$ cat config.mk
export PLATFORM = sky130hd
export DESIGN_NAME = c_comment_stripper_core
export DESIGN_NICKNAME = d
export VERILOG_FILES = /design/src/rtl/core/ccs_pkg.sv /design/src/rtl/core/ccs_front.sv /design/src/rtl/core/ccs_fifo.sv /design/src/rtl/core/ccs_back.sv /design/src/rtl/core/c_comment_stripper_core.sv
export SDC_FILE = /design/constraint.sdc
export NUM_CORES = 1
export LEC_CHECK = 0
export ABC_AREA = 1
export BUFFER_PORTS_ARGS = -buffer_cell sky130_fd_sc_hd__buf_2
export CAP_MARGIN = 20
export CORE_ASPECT_RATIO = 1.2
export CORE_UTILIZATION = 55
export DETAILED_ROUTE_END_ITERATION = 10
export PLACE_DENSITY = 0.74
export SLEW_MARGIN = 15
export SYNTH_ARGS = -nofsm -noshare
export SYNTH_HDL_FRONTEND = slang
export SYNTH_HIERARCHICAL = 1
export SYNTH_SLANG_ARGS = --single-unit
$ cat constraint.sdc
create_clock -name i_clk -period 2.7 [get_ports i_clk]
set_input_delay 0.54 -clock i_clk [delete_from_list [all_inputs] [get_ports i_clk]]
set_output_delay 0.54 -clock i_clk [all_outputs]
set_load 0.02 [all_outputs]
$ cat src/rtl/core/ccs_pkg.sv
`default_nettype none
// ----------------------------------------------------------------------------
// ccs_pkg
// Shared types and constants of the C comment stripper.
// ----------------------------------------------------------------------------
package ccs_pkg;

    localparam logic [7:0] CH_SLASH  = 8'h2F;
    localparam logic [7:0] CH_STAR   = 8'h2A;
    localparam logic [7:0] CH_NL     = 8'h0A;
    localparam logic [7:0] CH_DQUOTE = 8'h22;
    localparam logic [7:0] CH_SQUOTE = 8'h27;
    localparam logic [7:0] CH_BSLASH = 8'h5C;

    localparam int FIFO_DEPTH_DEF = 4;

    typedef enum logic [3:0] {
        MODE_CODE   = 4'd0,
        MODE_SLASH  = 4'd1,
        MODE_LINE   = 4'd2,
        MODE_BLOCK  = 4'd3,
        MODE_BSTAR  = 4'd4,
        MODE_DQ     = 4'd5,
        MODE_DQ_ESC = 4'd6,
        MODE_SQ     = 4'd7,
        MODE_SQ_ESC = 4'd8
    } t_mode;

    // one queued input: one or two output bytes
    typedef struct packed {
        logic       two;
        logic [7:0] b0;
        logic [7:0] b1;
    } t_entry;

    typedef struct packed {
        logic full;
        logic empty;
    } t_fifo_status;

    typedef struct packed {
        logic phase;
    } t_back_status;

endpackage
`default_nettype wire

$ cat src/rtl/core/ccs_front.sv
`default_nettype none
// ----------------------------------------------------------------------------
// ccs_front
// Lexer state machine: accepts bytes and classifies them into queue entries.
// ----------------------------------------------------------------------------
module ccs_front (
    input  wire logic           i_clk,
    input  wire logic           i_rst_n,
    input  wire logic           i_valid,
    input  wire logic [7:0]     i_char,
    input  wire logic           i_last,
    input  wire logic           i_full,
    output logic                o_ready,
    output logic                o_push,
    output ccs_pkg::t_entry     o_entry,
    output ccs_pkg::t_mode      o_mode
);
    import ccs_pkg::*;

    t_mode      r_mode;
    t_mode      n_mode;
    logic [1:0] cnt;
    logic [7:0] b0;
    logic [7:0] b1;
    logic       accept;

    assign o_ready = !i_full;
    assign accept  = i_valid && !i_full;
    assign o_mode  = r_mode;

    always_ff @(posedge i_clk) begin
        if (!i_rst_n) begin
            r_mode <= MODE_CODE;
        end else if (accept) begin
            r_mode <= n_mode;
        end
    end

    always_comb begin
        cnt    = 2'd0;
        b0     = i_char;
        b1     = CH_SLASH;
        n_mode = MODE_CODE;
        case (r_mode)
            MODE_SLASH: begin
                if (i_char == CH_SLASH) begin
                    n_mode = MODE_LINE;
                end else if (i_char == CH_STAR) begin
                    n_mode = MODE_BLOCK;
                end else begin
                    // held slash goes out, then the byte is treated as code
                    b0  = CH_SLASH;
                    cnt = 2'd1;
                    b1  = i_char;
                    if (i_char == CH_SLASH) begin
                        n_mode = MODE_SLASH;
                    end else begin
                        cnt = 2'd2;
                        if (i_char == CH_DQUOTE) n_mode = MODE_DQ;
                        else if (i_char == CH_SQUOTE) n_mode = MODE_SQ;
                        else n_mode = MODE_CODE;
                    end
                end
            end
            MODE_LINE: begin
                if (i_char == CH_NL) begin
                    cnt    = 2'd1;
                    n_mode = MODE_CODE;
                end else begin
                    n_mode = MODE_LINE;
                end
            end
            MODE_BLOCK: begin
                n_mode = (i_char == CH_STAR) ? MODE_BSTAR : MODE_BLOCK;
            end
            MODE_BSTAR: begin
                if (i_char == CH_SLASH) n_mode = MODE_CODE;
                else if (i_char == CH_STAR) n_mode = MODE_BSTAR;
                else n_mode = MODE_BLOCK;
            end
            MODE_DQ: begin
                cnt = 2'd1;
                if (i_char == CH_BSLASH) n_mode = MODE_DQ_ESC;
                else if (i_char == CH_DQUOTE) n_mode = MODE_CODE;
                else n_mode = MODE_DQ;
            end
            MODE_DQ_ESC: begin
                cnt    = 2'd1;
                n_mode = MODE_DQ;
            end
            MODE_SQ: begin
                cnt = 2'd1;
                if (i_char == CH_BSLASH) n_mode = MODE_SQ_ESC;
                else if (i_char == CH_SQUOTE) n_mode = MODE_CODE;
                else n_mode = MODE_SQ;
            end
            MODE_SQ_ESC: begin
                cnt    = 2'd1;
                n_mode = MODE_SQ;
            end
            default: begin
                if (i_char == CH_SLASH) begin
                    n_mode = MODE_SLASH;
                end else begin
                    cnt = 2'd1;
                    if (i_char == CH_DQUOTE) n_mode = MODE_DQ;
                    else if (i_char == CH_SQUOTE) n_mode = MODE_SQ;
                    else n_mode = MODE_CODE;
                end
            end
        endcase

        // end of text flushes a held slash and returns to code
        if (i_last) begin
            if (n_mode == MODE_SLASH) begin
                if (cnt == 2'd0) begin
                    b0  = CH_SLASH;
                    cnt = 2'd1;
                end else begin
                    b1  = CH_SLASH;
                    cnt = 2'd2;
                end
            end
            n_mode = MODE_CODE;
        end
    end

    assign o_push      = accept && (cnt != 2'd0);
    assign o_entry.two = (cnt == 2'd2);
    assign o_entry.b0  = b0;
    assign o_entry.b1  = b1;

endmodule
`default_nettype wire

$ cat src/rtl/core/ccs_fifo.sv
`default_nettype none
// ----------------------------------------------------------------------------
// ccs_fifo
// Short register queue of classified entries between front and back.
// ----------------------------------------------------------------------------
module ccs_fifo #(
    parameter int DEPTH = ccs_pkg::FIFO_DEPTH_DEF
) (
    input  wire logic                i_clk,
    input  wire logic                i_rst_n,
    input  wire logic                i_push,
    input  wire ccs_pkg::t_entry     i_entry,
    input  wire logic                i_pop,
    output ccs_pkg::t_entry          o_head,
    output ccs_pkg::t_fifo_status    o_status
);
    import ccs_pkg::*;

    localparam int PW = (DEPTH > 1) ? $clog2(DEPTH) : 1;
    localparam int CW = $clog2(DEPTH + 1);
    localparam logic [PW-1:0] PTR_LAST = PW'(DEPTH - 1);
    localparam logic [CW-1:0] CNT_FULL = CW'(DEPTH);

    t_entry        r_mem [DEPTH];
    logic [PW-1:0] r_wr;
    logic [PW-1:0] r_rd;
    logic [CW-1:0] r_cnt;
    logic          do_push;
    logic          do_pop;

    assign o_status.full  = (r_cnt == CNT_FULL);
    assign o_status.empty = (r_cnt == '0);
    assign do_push = i_push && !o_status.full;
    assign do_pop  = i_pop && !o_status.empty;
    assign o_head  = r_mem[r_rd];

    always_ff @(posedge i_clk) begin
        if (do_push) begin
            r_mem[r_wr] <= i_entry;
        end
    end

    always_ff @(posedge i_clk) begin
        if (!i_rst_n) begin
            r_wr  <= '0;
            r_rd  <= '0;
            r_cnt <= '0;
        end else begin
            if (do_push) r_wr <= (r_wr == PTR_LAST) ? '0 : r_wr + 1'b1;
            if (do_pop)  r_rd <= (r_rd == PTR_LAST) ? '0 : r_rd + 1'b1;
            if (do_push && !do_pop) r_cnt <= r_cnt + 1'b1;
            else if (do_pop && !do_push) r_cnt <= r_cnt - 1'b1;
        end
    end

endmodule
`default_nettype wire

$ cat src/rtl/core/ccs_back.sv
`default_nettype none
// ----------------------------------------------------------------------------
// ccs_back
// Emitter: unpacks queue entries into output bytes behind an output register.
// ----------------------------------------------------------------------------
module ccs_back (
    input  wire logic                i_clk,
    input  wire logic                i_rst_n,
    input  wire ccs_pkg::t_entry     i_head,
    input  wire logic                i_empty,
    output logic                     o_pop,
    input  wire logic                i_m_tready,
    output logic                     o_m_tvalid,
    output logic [7:0]               o_m_tdata,
    output logic                     o_m_tlast,
    output ccs_pkg::t_back_status    o_status
);
    import ccs_pkg::*;

    logic       r_valid;
    logic [7:0] r_data;
    logic       r_last;
    logic       r_phase;
    logic       load;

    assign load  = (!r_valid || i_m_tready) && !i_empty;
    // pop once the final byte of the head entry is loaded
    assign o_pop = load && (r_phase || !i_head.two);

    always_ff @(posedge i_clk) begin
        if (!i_rst_n) begin
            r_valid <= 1'b0;
            r_phase <= 1'b0;
        end else begin
            if (load) begin
                r_valid <= 1'b1;
                r_phase <= !r_phase && i_head.two;
            end else if (i_m_tready) begin
                r_valid <= 1'b0;
            end
        end
    end

    always_ff @(posedge i_clk) begin
        if (load) begin
            r_data <= r_phase ? i_head.b1 : i_head.b0;
            r_last <= r_phase || !i_head.two;
        end
    end

    assign o_m_tvalid     = r_valid;
    assign o_m_tdata      = r_data;
    assign o_m_tlast      = r_last;
    assign o_status.phase = r_phase;

endmodule
`default_nettype wire

$ cat src/rtl/core/c_comment_stripper_core.sv
`default_nettype none
// a queue of FIFO_DEPTH entries holds kept bytes and absorbs output stalls
// throughput: one input byte per cycle unless the queue is full, one output
//   byte per cycle unless m_tready is low or nothing is queued; an input
//   that yields two bytes (held slash plus byte) leaves as two output bytes
// reset: synchronous active low, lexer returns to code mode, queue empties
// ----------------------------------------------------------------------------
// c_comment_stripper_core
// Removes C comments from a byte stream, keeping string and char literals.
// ----------------------------------------------------------------------------
module c_comment_stripper_core #(
    parameter int FIFO_DEPTH = ccs_pkg::FIFO_DEPTH_DEF
) (
    input  wire logic       i_clk,
    input  wire logic       i_rst_n,
    input  wire logic       s_tvalid,
    output logic            s_tready,
    input  wire logic [7:0] s_tdata,   // [7:0] char_in
    input  wire logic       s_tlast,   // end_of_text
    output logic            m_tvalid,
    input  wire logic       m_tready,
    output logic [7:0]      m_tdata,   // [7:0] char_out
    output logic            m_tlast    // last_of_run
);
    import ccs_pkg::*;

    logic         push;
    logic         pop;
    t_entry       entry;
    t_entry       head;
    t_mode        mode;
    t_fifo_status fifo_st;
    t_back_status back_st;

    ccs_front u_front (
        .i_clk   (i_clk),
        .i_rst_n (i_rst_n),
        .i_valid (s_tvalid),
        .i_char  (s_tdata),
        .i_last  (s_tlast),
        .i_full  (fifo_st.full),
        .o_ready (s_tready),
        .o_push  (push),
        .o_entry (entry),
        .o_mode  (mode)
    );

    ccs_fifo #(
        .DEPTH (FIFO_DEPTH)
    ) u_fifo (
        .i_clk    (i_clk),
        .i_rst_n  (i_rst_n),
        .i_push   (push),
        .i_entry  (entry),
        .i_pop    (pop),
        .o_head   (head),
        .o_status (fifo_st)
    );

    ccs_back u_back (
        .i_clk      (i_clk),
        .i_rst_n    (i_rst_n),
        .i_head     (head),
        .i_empty    (fifo_st.empty),
        .o_pop      (pop),
        .i_m_tready (m_tready),
        .o_m_tvalid (m_tvalid),
        .o_m_tdata  (m_tdata),
        .o_m_tlast  (m_tlast),
        .o_status   (back_st)
    );

`ifndef SYNTH
    // end of text always leaves the lexer in code mode
    a_eot_code: assert property (@(posedge i_clk) disable iff (!i_rst_n)
        (s_tvalid && s_tready && s_tlast) |=> (mode == MODE_CODE))
        else $error("lexer not in code mode after end of text");

    // while the second byte of a pair is pending, the first is on the bus
    a_phase_out: assert property (@(posedge i_clk) disable iff (!i_rst_n)
        back_st.phase |-> (m_tvalid && !m_tlast))
        else $error("pair pending without first byte shown");

    a_fifo_st: assert property (@(posedge i_clk) disable iff (!i_rst_n)
        !(fifo_st.full && fifo_st.empty))
        else $error("queue both full and empty");

    // a pair is only started from a two-byte entry
    a_phase_pair: assert property (@(posedge i_clk) disable iff (!i_rst_n)
        $rose(back_st.phase) |-> $past(head.two))
        else $error("pair phase without two-byte entry");
`endif

endmodule
`default_nettype wire

== Word-level counts from Yosys, hierarchy flattened ==
Memories as Yosys holds them, arrays and structs flattened. A register that Yosys moved wholly into a read port is not among the register bits.
Cells that the tools add are included.

* Flip-flop bits (word level): 22
* Output and inout bits: 11
* Memory bits (writable): 68
* Memories kept: 1

* Reduce and logical (&&, ||, !) cells: 25
* Add/subtract/negate cells: 4
* Equal/unequal tests: 19
* Muxes and demuxes: 45

{| class="wikitable"
|+ Memory list
! memory !! depth !! bits a word !! read ports !! clocked after memory_dff !! write ports !! RTL line !! source
|-
| u_fifo.r_mem || 4 || 17 || 1 || 1 || 1 || ccs_fifo.sv:24 || <nowiki>t_entry r_mem [DEPTH];</nowiki>
|}

{| class="wikitable"
|+ Operators by type and width
! kind !! count
|-
| $mux 8 || 13
|-
| $eq 8x6->1 const B || 4
|-
| $mux 4 || 8
|-
| $pmux 4 s8 || 1
|-
| $mux 2 || 10
|-
| $mux 3 || 6
|-
| $eq 4x3->1 const B || 4
|-
| $logic_and 1x1->1 || 9
|-
| $eq 4x1->1 const B || 2
|-
| $eq 4x2->1 const B || 2
|-
| $eq 8x4->1 const B || 1
|-
| $eq 8x7->1 const B || 1
|-
| $pmux 2 s4 || 1
|-
| $logic_not 1->1 || 7
|-
| $eq 2x2->1 const B || 3
|-
| $mux 1 || 6
|-
| $reduce_bool 2->1 || 3
|-
| $add 2x1->2 const B || 2
|-
| $eq 4x4->1 const B || 1
|-
| $reduce_or 4->1 || 1
|-
| $add 3x1->3 const B || 1
|-
| $eq 3x3->1 const B || 1
|-
| $logic_not 3->1 || 1
|-
| $sub 3x1->3 const B || 1
|-
| 3 further kinds || 4
|}

== Depth between registers and ports, before layout ==
* Depth after elaboration: 16
* Depth in mapped cells: 19

== By module ==
Netlist, hierarchy kept.

{| class="wikitable"
|+ By module, submodules not included
! module !! cells an instance !! seq. area each (µm²) !! instances !! area each (µm²)
|-
| ccs_fifo || 236 || 2,222.1 || 1 || 3,081.7
|-
| ccs_front || 137 || 80.1 || 1 || 695.7
|-
| ccs_back || 49 || 310.3 || 1 || 491.7
|}

== Worst setup path after synthesis ==
No wires, ideal clock.

* Kind: input port to flip-flop
* From: input s_tdata[7]
* To: memory u_fifo/r_mem[0][0] (netlist name) (enable)
* Data required time: 2,309 ps
* Setup slack: 194 ps
* Setup time: 391 ps
* Arrival time: 2,116 ps
* Cell stages on the path: 9
* Path through: inv_2 -> nand2_1 -> nor2_1 -> nand3_1 -> nand4_1 -> o21ai_1 -> a21oi_1 -> nand2_2 -> nor2_1

* Word-level cells in the longest chain between the ends: 14
* Elaborated cells on any way between the ends: 34
* Classes of those cells: 7 x eq/ne; 23 x mux; 4 x reduce/logical

{| class="wikitable"
|+ RTL lines
! item !! RTL line !! source
|-
| start, declared || c_comment_stripper_core.sv:18 || <nowiki>input wire logic [7:0] s_tdata,</nowiki>
|-
| $eq 8x6->1 || ccs_front.sv:60, ccs_front.sv:94, ccs_front.sv:107 ||
|-
| $mux 3 || ccs_front.sv:60, ccs_front.sv:107 ||
|-
| $mux 4 || ccs_front.sv:59 || <nowiki>if (i_char == CH_DQUOTE) n_mode = MODE_DQ;</nowiki>
|-
| $mux 4 || ccs_front.sv:48 || <nowiki>end else if (i_char == CH_STAR) begin</nowiki>
|-
| $mux 4 || ccs_front.sv:46 || <nowiki>if (i_char == CH_SLASH) begin</nowiki>
|-
| $pmux 4 s8 || ccs_front.sv:44 || <nowiki>case (r_mode)</nowiki>
|-
| $eq 4x1->1 || ccs_front.sv:115 || <nowiki>if (n_mode == MODE_SLASH) begin</nowiki>
|-
| $mux 2 || ccs_front.sv:115 ||
|-
| $mux 2 (*) || ccs_front.sv:114 || <nowiki>if (i_last) begin</nowiki>
|-
| $reduce_bool 2->1 (*) || ccs_front.sv:128 || <nowiki>assign o_push = accept && (cnt != 2'd0);</nowiki>
|-
| $logic_and 1x1->1 (*) || ccs_front.sv:128 ||
|-
| named net push || c_comment_stripper_core.sv:27 || <nowiki>logic push;</nowiki>
|-
| $logic_and 1x1->1 (*) || ccs_fifo.sv:33 || <nowiki>assign do_push = i_push && !o_status.full;</nowiki>
|-
| $mux 1 (*) || ccs_fifo.sv:38 || <nowiki>if (do_push) begin</nowiki>
|-
| $mux 1 (not written as such) (*) || ccs_fifo.sv:39 || <nowiki>r_mem[r_wr] <= i_entry;</nowiki>
|-
| end, declared || ccs_fifo.sv:24 ||
|}

The timed path passes the listed nets; every way through them passes the cells marked *.

== Worst setup path in the final report ==
* From: register u_front.r_mode[3], in the netlist u_front/o_mode[3]
* To: register u_fifo.r_cnt[2]

* Word-level cells in the longest chain between the ends: 13
* Elaborated cells on any way between the ends: 25
* Classes of those cells: 9 x eq/ne; 6 x mux; 10 x reduce/logical

{| class="wikitable"
|+ RTL lines
! item !! RTL line !! source
|-
| start, declared || ccs_front.sv:20 || <nowiki>t_mode r_mode;</nowiki>
|-
| start signal, assigned || ccs_front.sv:35 || <nowiki>r_mode <= n_mode;</nowiki>
|-
| $eq 4x3->1 (tied with other cells) || ccs_front.sv:44 ||
|-
| $reduce_or 4->1 (no source line) / $reduce_or 2->1 (equally long branches) || - ||
|-
| $pmux 2 s4 || ccs_front.sv:44 ||
|-
| $logic_not 2->1 || ccs_front.sv:116 || <nowiki>if (cnt == 2'd0) begin</nowiki>
|-
| $mux 2 || ccs_front.sv:116 ||
|-
| $mux 2 || ccs_front.sv:115 ||
|-
| $mux 2 (*) || ccs_front.sv:114 ||
|-
| $reduce_bool 2->1 (*) || ccs_front.sv:128 ||
|-
| $logic_and 1x1->1 (*) || ccs_front.sv:128 ||
|-
| named net push || c_comment_stripper_core.sv:27 ||
|-
| $logic_and 1x1->1 (*) || ccs_fifo.sv:33 ||
|-
| named net u_fifo.do_push || ccs_fifo.sv:28 || <nowiki>logic do_push;</nowiki>
|-
| $logic_not 1->1 || ccs_fifo.sv:52 || <nowiki>else if (do_pop && !do_push) r_cnt <= r_cnt - 1'b1;</nowiki>
|-
| $logic_and 1x1->1 || ccs_fifo.sv:52 ||
|-
| $reduce_bool 2->1 (no source line) || - ||
|-
| end signal, assigned || ccs_fifo.sv:51 || <nowiki>if (do_push && !do_pop) r_cnt <= r_cnt + 1'b1;</nowiki>
|-
| end signal, assigned || ccs_fifo.sv:52 ||
|-
| end, declared || ccs_fifo.sv:27 || <nowiki>logic [CW-1:0] r_cnt;</nowiki>
|}

Marks and branches as above.
A chain may end at the register's enable or synchronous reset.

==> flow_summary.toml <==
[status]
status = "finished clean"

[pwr]
pwr-share-seq_pct = 44.1
swShare_pct = 36.9
peakVddDrop_v = 0.000677
internal_power_mw = 2.81
comb_power_share_pct = 34.7
power.density_nw_per_um2 = 945
finalPower_mw = 4.45
p_switching_mw = 1.64
clkPwrFrac_pct = 21.2
leakage_nw = 1.88

[placement]
routabilityCongestion = 0.891
dp_hpwl_um = 5400
io_buffer_count = 23
place_ws_ns = 0.00658

[floorplan]
die_area_um2 = 8120
rows = 34
start_util_pct = 57.7
pin_count = 24
coreArea_um2 = 7400
die_h_um = 98.5
die_w_um = 82.4

[clocking]
clock_latency_ns = 0.35
cts_buffers = 9
cts_root_buffer = "clkbuf_8"
cts_setup_buffers = 0
htree_levels = 3
cts_num_sinks = 92
clock_path_buffers = 2
cts.reportedPaths.clkPinSlew_ns = 0.09
cts_tree = "built"

[setup_path]
cp-start-kind = "register"
path_max_fanout = 5
critical_path_class = "reg -> reg"
crit_family = "simple AND/OR/NAND/NOR gates"
path_buf_inv = 5
cp.arrival_ns = 2.69
timing.critical_path.mode_cell = "inv_1"
cp_data_required_time_ns = 2.96
crit_path_cell_trace = "inv_1 -> nor2_1 -> nand2_1 -> nand2_2 -> nor2_4 -> nand3_1 -> o21ai_1 -> a21oi_2 -> nand2_2 -> inv_1 -> ha_1 -> inv_1 -> fa_1 -> inv_1 -> nand2_1 -> nand3_1 -> nand2_1 -> inv_1 -> nor2_1"
critPathMaxStageDelay_ns = 0.44
cp-end-kind = "register"
cp_slowest_cell = "dfxtp_1"

[sta]
min_period_ns = 2.43
report.final.setup_viol = 0
slew_headroom_pct = 69.5
worst_pin_slew_ns = 0.452
skew_ns = 0.00831
hold_viol = 0
period_share_pct = 90.1
finalHoldWorstSlack_ns = 0.497
setup_slack_ns = 0.269
max_freq_ghz = 0.411
setup-tns-final_ns = 0
rsz0062_at_grt = "false"
drv_slew = 0

[synthesis]
synth_nets = 442
yosys_warnings = 6
ys_ff_latch = 92
synthCells = 422
synth_area_um2 = 4270
avgSynthCellArea_um2 = 10.1
ys_types = 31
seq_area_frac_synth_pct = 61.2

[cells_and_area]
area_growth_pct = 10.4
n_antenna_cell = 0
finalNetCount = 477
drive_gt1_share_pct = 20.1

[route]
drc = 0
drt_pass1_iterations = 4
num_vias = 3023
wl_per_cell_um = 14.7
via_per_inst = 5.48
dr.first_iter.drc_count = 221
antenna_left = 0
wirelength_um = 8140

[global_routing]
grt_pass1_wl_um = 13600
use_met3_pct = 3.33
met2_usage_pct = 38.8
grt_max_degree = 33
met1_usage_pct = 27.3
busiest_layer = "met2"
gr-total-overflow = 0
first_global_vias = 2963
grt_antenna_before_repair = 0
grt_usage_pct = 22.8

[job]
drv_cap = 0

[hold_path]
hp-class = "in -> reg"
-- sequential cells by signal (all words and copies together) (netlist names), named ones only --
| signal | cells |
|---|---|
| u_back/o_m_tdata | 8 |
| u_back/o_m_tlast | 1 |
| u_back/o_m_tvalid | 1 |
| u_back/o_status | 1 |
| u_fifo/r_cnt | 3 |
| u_fifo/r_mem | 68 |
| u_fifo/r_rd | 2 |
| u_fifo/r_wr | 2 |
| u_front/o_mode | 4 |
-- final timing paths --
path | slack [ns] | cells after the start | endpoint | from
setup / recovery | 0.27 | 19 | u_fifo/r_cnt[2]$_SDFFE_PN0P_ | u_front/o_mode[3]$_SDFFE_PN0P_
hold / removal | 0.50 | 3 | u_back/o_status$_SDFFE_PN0P_ | i_rst_n
setup reg to reg | 0.27 | 19 | u_fifo/r_cnt[2]$_SDFFE_PN0P_ | u_front/o_mode[3]$_SDFFE_PN0P_
hold reg to reg | 0.53 | 2 | u_fifo/r_cnt[0]$_SDFFE_PN0P_ | u_fifo/r_cnt[0]$_SDFFE_PN0P_
-- kinds of logic after synthesis --
| group | share of synthesized area (%) |
|---|---|
| compound gates | 9.61 |
| fa+ha+maj | 2.23 |
| buf+inv | 6.59 |
| flops | 61.2 |
| simple gates | 20.4 |
-- power by group through the flow --
| stage | Combinational [mW] | Clock [mW] | Sequential (mW) |
|---|---|---|---|
| finish | 1.54 | 0.944 | 1.97 |
| global route | 1.74 | 1.02 | 2.00 |
| CTS | 1.56 | 0.971 | 1.97 |
| detailed placement | 1.55 | 0 | 2.00 |
| global placement | 1.50 | 0 | 1.99 |
| floorplan | 1.10 | 0 | 2.08 |
-- metal layers --
metal  share of wire (%)  wire, µm  up-vias
met5                   0         0        -
met1                  41      3310     1421
met2                  52      4200       87
li1                    -         -     1495
met4                 2.9       233        0
met3                 4.9       402       20
-- layout make-up --
class                      count  area, µm²
fill                         591       2690
clock buffer                   9        124
clock inverter                 7       81.3
multi-input combinational    275       1380
sequential                    92       2610
tap                           90        113
inverter                      44        175
timing repair buffer          35        230
-- synth_stat cells --
master	number	area [µm²]
nor2_4	3	33.8
edfxtp_1	77	2310
o21ai_0	15	75.1
nand3_1	11	55.1
a21oi_2	1	8.76
nor3_2	3	30.0
inv_1	32	120
nand3b_1	1	7.51
buf_4	3	22.5
nand4_1	5	31.3
inv_2	9	33.8
nand2_4	1	11.3
fa_1	1	20.0
nand2_1	92	345
nor2_2	4	25.0
buf_2	1	5.00
nand2_2	5	31.3
a21oi_1	11	55.1
o21ai_1	14	70.1
buf_6	7	78.8
o22ai_1	17	106
a21boi_0	1	7.51
o21ai_2	10	87.6
ha_1	6	75.1
clkinv_1	1	3.75
nand3_2	3	30.0
dfxtp_1	15	300
inv_8	1	11.3
inv_4	1	6.26
and3_1	1	6.26
nor2_1	70	263
-- layout by cell type, fill, tap and decap left out --
cell       netlist  routed
and3_1           1       1
a21boi_0         1       1
nand2_1         92      92
nand3_1         11      11
nand3b_1         1       1
buf_4            3      10
o22ai_1         17      17
nor2_4           3       3
nand2_4          1       1
ha_1             6       6
inv_2            9       9
a21oi_2          1       2
o21ai_2         10      10
nand3_2          3       3
inv_4            1       1
nand2_2          5       5
clkinv_2         0       1
bufinv_16        0       1
dfxtp_1         15      15
nor2_2           4       4
o21ai_1         14      14
buf_12           0       2
clkinv_1         1       1
inv_6            0       4
clkbuf_8         0       9
nand4_1          5       5
nor2_1          70      70
inv_8            1       2
o21ai_0         15      15
a21oi_1         11      10
buf_2            1      23
fa_1             1       1
inv_1           32      32
edfxtp_1        77      77
nor3_2           3       3
-- worst register-to-register path, stage by stage (launching register included) --
cell     delay (ns)
dfxtp_1        0.44
inv_1          0.10
nor2_1         0.11
nand2_1        0.13
nand2_2        0.10
nor2_4         0.05
nand3_1        0.07
o21ai_1        0.07
a21oi_2        0.19
nand2_2        0.08
inv_1          0.06
ha_1           0.16
inv_1          0.07
fa_1           0.38
inv_1          0.06
nand2_1        0.06
nand3_1        0.08
nand2_1        0.05
inv_1          0.05
nor2_1         0.04
-- through the flow --
step	std cells	util [%]	area, µm²
4_1_cts	552	63.6	4710
5_1_grt	552	63.7	4710
3_5_place_dp	536	60.9	4510
6_report	552	63.7	4710
3_3_place_gp	536	60.9	4510
2_1_floorplan	422	-	4270
-- repair_timing --
action,CTS,global route
setup endpoints to repair,0,1
hold buffers,0,0
gates resized for setup,0,1
(Power assumes the default switching activity.)
